==> src/sv/swa_pkg.sv <==
// Shared constants and types for the sliding window average block.
`timescale 1ns / 1ps
`default_nettype none
package swa_pkg;

	localparam int SAMPLE_W         = 16;
	localparam int CFG_W            = 9;
	localparam int CFG_LEN_RESET    = 16;
	localparam int WINDOW_DEPTH_DEF = 256;

	typedef struct packed {
		logic busy;
		logic done;
	} swa_div_stat_t;

endpackage
`default_nettype wire

==> src/sv/swa_store.sv <==
// Sample ring memory with one write port and one registered read port.
`timescale 1ns / 1ps
`default_nettype none
module swa_store #(
	parameter int DEPTH  = 256,
	parameter int ADDR_W = 8,
	parameter int DATA_W = 16
) (
	input  wire logic              clk,
	input  wire logic              wr_en,
	input  wire logic [ADDR_W-1:0] wr_addr,
	input  wire logic [DATA_W-1:0] wr_data,
	input  wire logic              rd_en,
	input  wire logic [ADDR_W-1:0] rd_addr,
	output logic      [DATA_W-1:0] rd_data
);

	logic [DATA_W-1:0] mem [DEPTH];

	always_ff @(posedge clk) begin
		if (wr_en) begin
			mem[wr_addr] <= wr_data;
		end
	end

	always_ff @(posedge clk) begin
		if (rd_en) begin
			rd_data <= mem[rd_addr];
		end
	end

endmodule
`default_nettype wire

==> src/sv/swa_divider.sv <==
// Iterative restoring divider: signed sum by unsigned length, truncated toward zero.
`timescale 1ns / 1ps
`default_nettype none
module swa_divider #(
	parameter int SUM_W = 25,
	parameter int LEN_W = 9
) (
	input  wire logic                        clk,
	input  wire logic                        arst_n,
	input  wire logic                        start,
	input  wire logic signed [SUM_W-1:0]     dividend,
	input  wire logic        [LEN_W-1:0]     divisor,
	output swa_pkg::swa_div_stat_t           stat,
	output logic signed [swa_pkg::SAMPLE_W-1:0] quotient
);
	import swa_pkg::*;

	localparam int CNT_W = $clog2(SUM_W);

	logic [SUM_W-1:0] dq_q;
	logic [LEN_W-1:0] rem_q;
	logic [LEN_W-1:0] div_q;
	logic             neg_q;
	logic [CNT_W-1:0] cnt_q;
	logic             busy_q;
	logic             done_q;

	logic [LEN_W:0]   rem_sh;
	logic [LEN_W:0]   rem_sub;
	logic             ge;
	logic [SUM_W-1:0] mag;
	logic [SUM_W-1:0] q_signed;

	assign mag     = dividend[SUM_W-1] ? SUM_W'(-dividend) : SUM_W'(dividend);
	assign rem_sh  = {rem_q, dq_q[SUM_W-1]};
	assign rem_sub = rem_sh - {1'b0, div_q};
	assign ge      = rem_sh >= {1'b0, div_q};

	always_ff @(posedge clk or negedge arst_n) begin
		if (!arst_n) begin
			busy_q <= 1'b0;
			done_q <= 1'b0;
			cnt_q  <= '0;
		end else if (start) begin
			busy_q <= 1'b1;
			done_q <= 1'b0;
			cnt_q  <= '0;
		end else if (busy_q) begin
			cnt_q <= cnt_q + CNT_W'(1);
			if (cnt_q == CNT_W'(SUM_W - 1)) begin
				busy_q <= 1'b0;
				done_q <= 1'b1;
			end
		end
	end

	always_ff @(posedge clk) begin
		if (start) begin
			dq_q  <= mag;
			rem_q <= '0;
			div_q <= divisor;
			neg_q <= dividend[SUM_W-1];
		end else if (busy_q) begin
			rem_q <= ge ? rem_sub[LEN_W-1:0] : rem_sh[LEN_W-1:0];
			dq_q  <= {dq_q[SUM_W-2:0], ge};
		end
	end

	assign q_signed  = neg_q ? (~dq_q + SUM_W'(1)) : dq_q;
	assign quotient  = q_signed[SAMPLE_W-1:0];
	assign stat.busy = busy_q;
	assign stat.done = done_q;

endmodule
`default_nettype wire

==> src/sv/sliding_window_average.sv <==
// Top level of the sliding window average filter.
// Each sample replaces the oldest entry of a ring memory, a running sum is updated,
// and the mean of the last window_length samples, truncated toward zero, is returned.
// One sample is in flight at a time. The old entry is read as the sample is accepted,
// the sum is updated and the memory written in ST_UPDATE, then the divider forms
// one quotient bit per cycle. A write to cfg_data clears the window at once;
// entries not written since then read as zero.
`timescale 1ns / 1ps
`default_nettype none
module sliding_window_average #(
	parameter int WINDOW_DEPTH = swa_pkg::WINDOW_DEPTH_DEF
) (
	input  wire logic                          clk,
	input  wire logic                          arst_n,
	input  wire logic                          s_axis_tvalid,
	output logic                               s_axis_tready,
	input  wire logic [swa_pkg::SAMPLE_W-1:0]  s_axis_tdata,  // [15:0] sample
	output logic                               m_axis_tvalid,
	input  wire logic                          m_axis_tready,
	output logic [swa_pkg::SAMPLE_W-1:0]       m_axis_tdata,  // [15:0] average
	input  wire logic                          cfg_valid,
	output logic                               cfg_ready,
	input  wire logic [swa_pkg::CFG_W-1:0]     cfg_data       // [8:0] window_length
);
	import swa_pkg::*;

	localparam int POS_W     = $clog2(WINDOW_DEPTH);
	localparam int LEN_W     = $clog2(WINDOW_DEPTH + 1);
	localparam int SUM_W     = SAMPLE_W + POS_W + 1;
	localparam int LEN_RESET = (CFG_LEN_RESET > WINDOW_DEPTH) ? WINDOW_DEPTH : CFG_LEN_RESET;

	typedef enum logic [1:0] {
		ST_IDLE,
		ST_UPDATE,
		ST_DIVIDE
	} state_t;

	state_t                  state_q;
	logic [LEN_W-1:0]        len_q;
	logic [POS_W-1:0]        pos_q;
	logic                    wrapped_q;
	logic signed [SUM_W-1:0] sum_q;
	logic                    out_valid_q;
	logic [SAMPLE_W-1:0]     out_data_q;
	logic [SAMPLE_W-1:0]     sample_q;

	logic                    in_accept;
	logic                    cfg_write;
	logic [LEN_W-1:0]        cfg_len;
	logic [SAMPLE_W-1:0]     rd_data;
	logic signed [SUM_W-1:0] old_ext;
	logic signed [SUM_W-1:0] new_ext;
	logic signed [SUM_W-1:0] sum_next;
	logic                    pos_last;
	logic                    div_start;
	swa_div_stat_t           div_stat;
	logic [SAMPLE_W-1:0]     div_quot;
	logic                    out_load;

	assign s_axis_tready = (state_q == ST_IDLE);
	assign cfg_ready     = (state_q == ST_IDLE);
	assign in_accept     = s_axis_tvalid && s_axis_tready;
	assign cfg_write     = cfg_valid && cfg_ready;
	assign m_axis_tvalid = out_valid_q;
	assign m_axis_tdata  = out_data_q;

	always_comb begin
		if (cfg_data == '0) begin
			cfg_len = LEN_W'(1);
		end else if (32'(cfg_data) > 32'(WINDOW_DEPTH)) begin
			cfg_len = LEN_W'(WINDOW_DEPTH);
		end else begin
			cfg_len = LEN_W'(cfg_data);
		end
	end

	assign old_ext   = wrapped_q ? SUM_W'(signed'(rd_data)) : '0;
	assign new_ext   = SUM_W'(signed'(sample_q));
	assign sum_next  = sum_q - old_ext + new_ext;
	assign pos_last  = (LEN_W'(pos_q) + LEN_W'(1)) == len_q;
	assign div_start = (state_q == ST_UPDATE);
	assign out_load  = (state_q == ST_DIVIDE) && div_stat.done
		&& (!out_valid_q || m_axis_tready);

	swa_store #(
		.DEPTH  (WINDOW_DEPTH),
		.ADDR_W (POS_W),
		.DATA_W (SAMPLE_W)
	) u_store (
		.clk     (clk),
		.wr_en   (div_start),
		.wr_addr (pos_q),
		.wr_data (sample_q),
		.rd_en   (in_accept),
		.rd_addr (pos_q),
		.rd_data (rd_data)
	);

	swa_divider #(
		.SUM_W (SUM_W),
		.LEN_W (LEN_W)
	) u_divider (
		.clk      (clk),
		.arst_n   (arst_n),
		.start    (div_start),
		.dividend (sum_next),
		.divisor  (len_q),
		.stat     (div_stat),
		.quotient (div_quot)
	);

	always_ff @(posedge clk) begin
		if (in_accept) begin
			sample_q <= s_axis_tdata;
		end
	end

	always_ff @(posedge clk or negedge arst_n) begin
		if (!arst_n) begin
			state_q     <= ST_IDLE;
			len_q       <= LEN_W'(LEN_RESET);
			pos_q       <= '0;
			wrapped_q   <= 1'b0;
			sum_q       <= '0;
			out_valid_q <= 1'b0;
			out_data_q  <= '0;
		end else begin
			if (out_load) begin
				out_valid_q <= 1'b1;
				out_data_q  <= div_quot;
			end else if (m_axis_tready) begin
				out_valid_q <= 1'b0;
			end
			unique case (state_q)
				ST_IDLE: begin
					if (in_accept) begin
						state_q <= ST_UPDATE;
					end
				end
				ST_UPDATE: begin
					sum_q <= sum_next;
					if (pos_last) begin
						pos_q     <= '0;
						wrapped_q <= 1'b1;
					end else begin
						pos_q <= pos_q + POS_W'(1);
					end
					state_q <= ST_DIVIDE;
				end
				ST_DIVIDE: begin
					if (out_load) begin
						state_q <= ST_IDLE;
					end
				end
				default: begin
					state_q <= ST_IDLE;
				end
			endcase
			if (cfg_write) begin
				len_q     <= cfg_len;
				pos_q     <= '0;
				wrapped_q <= 1'b0;
				sum_q     <= '0;
			end
		end
	end

	a_one_in_flight: assert property (@(posedge clk) disable iff (!arst_n)
		in_accept |=> !s_axis_tready)
		else $error("A second sample was accepted while one was in flight.");

	a_pos_in_window: assert property (@(posedge clk) disable iff (!arst_n)
		LEN_W'(pos_q) < len_q)
		else $error("The write position left the window.");

	a_len_range: assert property (@(posedge clk) disable iff (!arst_n)
		(len_q != '0) && (32'(len_q) <= 32'(WINDOW_DEPTH)))
		else $error("The effective window length is out of range.");

	a_div_done_on_update: assert property (@(posedge clk) disable iff (!arst_n)
		div_start |=> div_stat.busy && !div_stat.done)
		else $error("The divider did not start after the sum update.");

endmodule
`default_nettype wire

==> config.mk <==
export PLATFORM = sky130hd
export DESIGN_NAME = sliding_window_average
export DESIGN_NICKNAME = d
export VERILOG_FILES = /design/src/sv/swa_pkg.sv /design/src/sv/swa_store.sv /design/src/sv/swa_divider.sv /design/src/sv/sliding_window_average.sv
export SDC_FILE = /design/constraint.sdc
export NUM_CORES = 2
export LEC_CHECK = 0
export BUFFER_PORTS_ARGS = -buffer_cell sky130_fd_sc_hd__clkbuf_2
export CORE_ASPECT_RATIO = 0.75
export CORE_MARGIN = 3
export CORE_UTILIZATION = 40
export CTS_BUF_LIST = sky130_fd_sc_hd__clkbuf_2 sky130_fd_sc_hd__clkbuf_4 sky130_fd_sc_hd__clkbuf_8
export DETAILED_ROUTE_END_ITERATION = 6
export PLACE_DENSITY = 0.61
export SYNTH_ARGS = -nofsm -noshare
export SYNTH_HDL_FRONTEND = slang
export SYNTH_SLANG_ARGS = --single-unit
==> constraint.sdc <==
create_clock -name clk -period 8.6 [get_ports clk]
set_input_delay 0.86 -clock clk [delete_from_list [all_inputs] [get_ports clk]]
set_output_delay 0.86 -clock clk [all_outputs]
set_load 0.02 [all_outputs]
==> flow_metrics.env <==
export IMPL_maxCapViolCount=0
export IMPL_clockRootBuffer="clkbuf_8"
export IMPL_power_density_nw_per_um2=204
export IMPL_critPathLaunch="wrapped_q"
export IMPL_io_pins=49
export IMPL_ys_seq_area_frac=0.766
export IMPL_cpLargestDelayFamily="compound AO/OA/AOI/OAI gates"
export IMPL_clockPowerShare=0.414
export IMPL_crit_type="flip-flop to flip-flop"
export IMPL_drive_above_1_share=0.348
export IMPL_cts_made_buffers=618
export IMPL_switching_power_mw=7.75
export IMPL_gr_usage_met2=0.298
export IMPL_final_cell_mix="4163 x edfxtp_1, 1302 x mux4_2, 632 x clkbuf_8"
export IMPL_worstReg2RegStart="wrapped_q"
export IMPL_grt_antenna_before_repair=30
export IMPL_path_common_cell="o21ai_0"
export IMPL_grt_use_total=0.210
export IMPL_hold_viol_final=0
export IMPL_grt_pass1_wl_um=630000
export IMPL_dp_hpwl_um=254000
export IMPL_ant_nets=0
export IMPL_seqPwrFrac=0.585
export IMPL_area_growth_pct=12.7
export IMPL_avgSynthCellArea_sq_um=22.8
export IMPL_slowest_stage="dfrtp_1"
export IMPL_cts_sinks=4241
export IMPL_max_clock_path_buffers=4
export IMPL_dr_pass1_iters=7
export IMPL_power_leakage_nw=60.3
export IMPL_ctsResizeCount=0
export IMPL_rsz0062_at_grt="false"
export IMPL_hp_class="input port to flip-flop"
export IMPL_combPwrFrac=0.001
export IMPL_grt_util_met3=0.0668
export IMPL_initial_core_util=0.404
export IMPL_rows=203
export IMPL_vias_per_cell=5.89
export IMPL_ys_warn_count=0
export IMPL_netlist_instances=7252
export IMPL_postRouteWirelength_um=448000
export IMPL_die_w_um=749
export IMPL_worst_slew_pin_transition_ns=1.58
export IMPL_clock_skew_ns=0.115
export IMPL_total_power_mw=38.2
export IMPL_outcome="complete, but fails checks"
export IMPL_die_area_sq_um=422000
export IMPL_setup_violations=0
export IMPL_syn_area_sq_um=166000
export IMPL_clk_pin_slew_ns=0.07
export IMPL_synthFlopType="edfxtp_1"
export IMPL_drcViolationCount=2
export IMPL_ys_types=70
export IMPL_cp_required_ns=9.41
export IMPL_synth_edf_count=4163
export IMPL_wl_per_cell_um=32.3
export IMPL_slew_limit_headroom=-0.0505
export IMPL_max_stage_delay_ns=0.63
export IMPL_globalRouteMet1Util=0.313
export IMPL_core_area_sq_um=410000
export IMPL_dieHeight_um=563
export IMPL_path_buf_inv=2
export IMPL_failed_checks="design-rule violations, max-slew violations"
export IMPL_async_reset_ff_frac=0.0163
export IMPL_nets=8027
export IMPL_critPathArrivalTime_ns=6.24
export IMPL_clk_latency_ns=1.12
export IMPL_ir_worst_vdd_mv=0.155
export IMPL_syn_nets=7349
export IMPL_ys_ff_latch=4241
export IMPL_drtIter0Drc=12033
export IMPL_h_tree_depth=6
export IMPL_cts_tree="yes"
export IMPL_drv_slew=64
export IMPL_p_sw_frac=0.203
export IMPL_holdWs_ns=0.348
export IMPL_final_min_clock_period_ns=5.44
export IMPL_grt_max_degree=223
export IMPL_cp_max_fo=22
export IMPL_grt_pass1_vias=81401
export IMPL_cp_start_kind="flip-flop"
export IMPL_grt_overflow=0
export IMPL_numPortBuffers=48
export IMPL_max_freq_mhz=184
export IMPL_final_common_cell="edfxtp_1"
export IMPL_post_route_period_util=0.632
export IMPL_path_cells="and2_1, fa_1, inv_1, ha_1, a21oi_1, nor2_1, a211oi_1, nand2_1, o21ai_0, o21a_1, o21a_1, inv_1, o21ai_0, xor2_1, o21ai_0"
export IMPL_worstSetupEndpointType="flip-flop"
export IMPL_tns_ns=0
export IMPL_min_from="cfg_valid"
export IMPL_internal_power_mw=30.4
export IMPL_busiest_layer="met1"
export IMPL_gp_congestion=0.875
export IMPL_vias=81653
-- worst paths after layout --
| path | endpoint | slack (ns) | cells after the start |
|---|---|---|---|
| max in group asynchronous | pos_q[1] | 7.39 | 2 |
| worst min-delay path | sum_q[10] | 0.35 | 4 |
| worst min register to register | m_axis_tdata[3] | 0.48 | 2 |
| worst max-delay path | u_divider.dq_q[22] | 3.16 | 15 |
| min in group asynchronous | len_q[1] | 0.46 | 2 |
| worst max register to register | u_divider.dq_q[22] | 3.16 | 15 |
-- power groups by stage --
stage	registers, mW	clock network (mW)	logic (mW)
final	22.3	15.8	0.0288
after global routing	22.3	17.0	0.0315
after floorplan	22.8	0	0.00150
after detailed placement	22.8	0	0.0193
after CTS	22.3	16.1	0.0298
after global placement	22.8	0	0.0188
-- flip-flops by register name (all words and copies together), names as in the netlist --
name and flops:
len_q 9, u_store.mem 4096, sample_q 16, m_axis_tdata 16, pos_q 8, u_divider.dq_q 25, u_divider.neg_q 1, u_divider.cnt_q 5
u_divider.done_q 1, wrapped_q 1, sum_q 25, u_divider.rem_q 9, u_divider.busy_q 1, u_divider.div_q 9, u_store.rd_data 16, state_q 2
m_axis_tvalid 1
-- metal layers --
| layer | up-vias | wire length [um] |
|---|---|---|
| met1 | 44181 | 186000 |
| met5 | - | 238 |
| met2 | 4674 | 195000 |
| met3 | 714 | 54500 |
| li1 | 32072 | - |
| met4 | 12 | 12400 |
-- worst min-delay path, stage by stage --
cell	delay (ns)
clkbuf_2	0.10
a21oi_2	0.25
nand2_1	0.13
o21ai_0	0.06
-- metrics by stage --
stage | utilization | std cells | area (sq um) | setup slack [ns]
3_5_place_dp | 0.426 | 12714 | 175000 | 3.20
4_1_cts | 0.455 | 13834 | 187000 | 3.13
3_3_place_gp | 0.426 | 12714 | 175000 | 3.25
6_report | 0.455 | 13855 | 187000 | 3.16
5_1_grt | 0.455 | 13835 | 187000 | 2.68
2_1_floorplan | - | 7252 | 166000 | 0.560
-- area by class of cell --
type | count | area [sq um]
Antenna cell | 21 | 52.6
Clock buffer | 826 | 10200
Clock inverter | 266 | 1570
Fill cell | 33867 | 223000
Inverter | 122 | 458
Multi-Input combinational cell | 2497 | 37100
Sequential cell | 4241 | 127000
Tap cell | 5432 | 6800
Timing Repair Buffer | 450 | 3630
-- synthesized netlist by cell type, types with 23 or more instances --
cell type / number / area (sq um)
a22oi_1: 25 / 188
dfrtp_1: 68 / 1700
buf_1: 53 / 199
clkbuf_1: 186 / 698
ha_1: 42 / 526
nand2b_1: 24 / 150
mux2i_1: 23 / 230
o21ai_0: 111 / 556
nand4_1: 26 / 163
nand2_1: 171 / 642
edfxtp_1: 4163 / 125000
inv_1: 121 / 454
buf_4: 24 / 180
nor2_1: 327 / 1230
fa_1: 25 / 500
a21oi_1: 42 / 210
buf_2: 123 / 616
and2_1: 29 / 181
nand3_1: 71 / 355
mux4_2: 1302 / 29300
xor2_1: 37 / 324
xnor2_1: 30 / 263
-- cell families after synthesis --
family	after synthesis	share of synthesized area
simple gates	731	0.0196
buf+inv	514	0.0134
flops	4241	0.766
mux	1333	0.179
fa+ha+maj	67	0.00620
compound gates	299	0.0119
xor+xnor	67	0.00354
-- repair_timing --
item | CTS | global route
hold buffers | 28 | 0
setup buffers | 0 | 0
endpoints found under the hold margin | 95 | 0
Note: power is estimated with default switching activity, not from simulation.
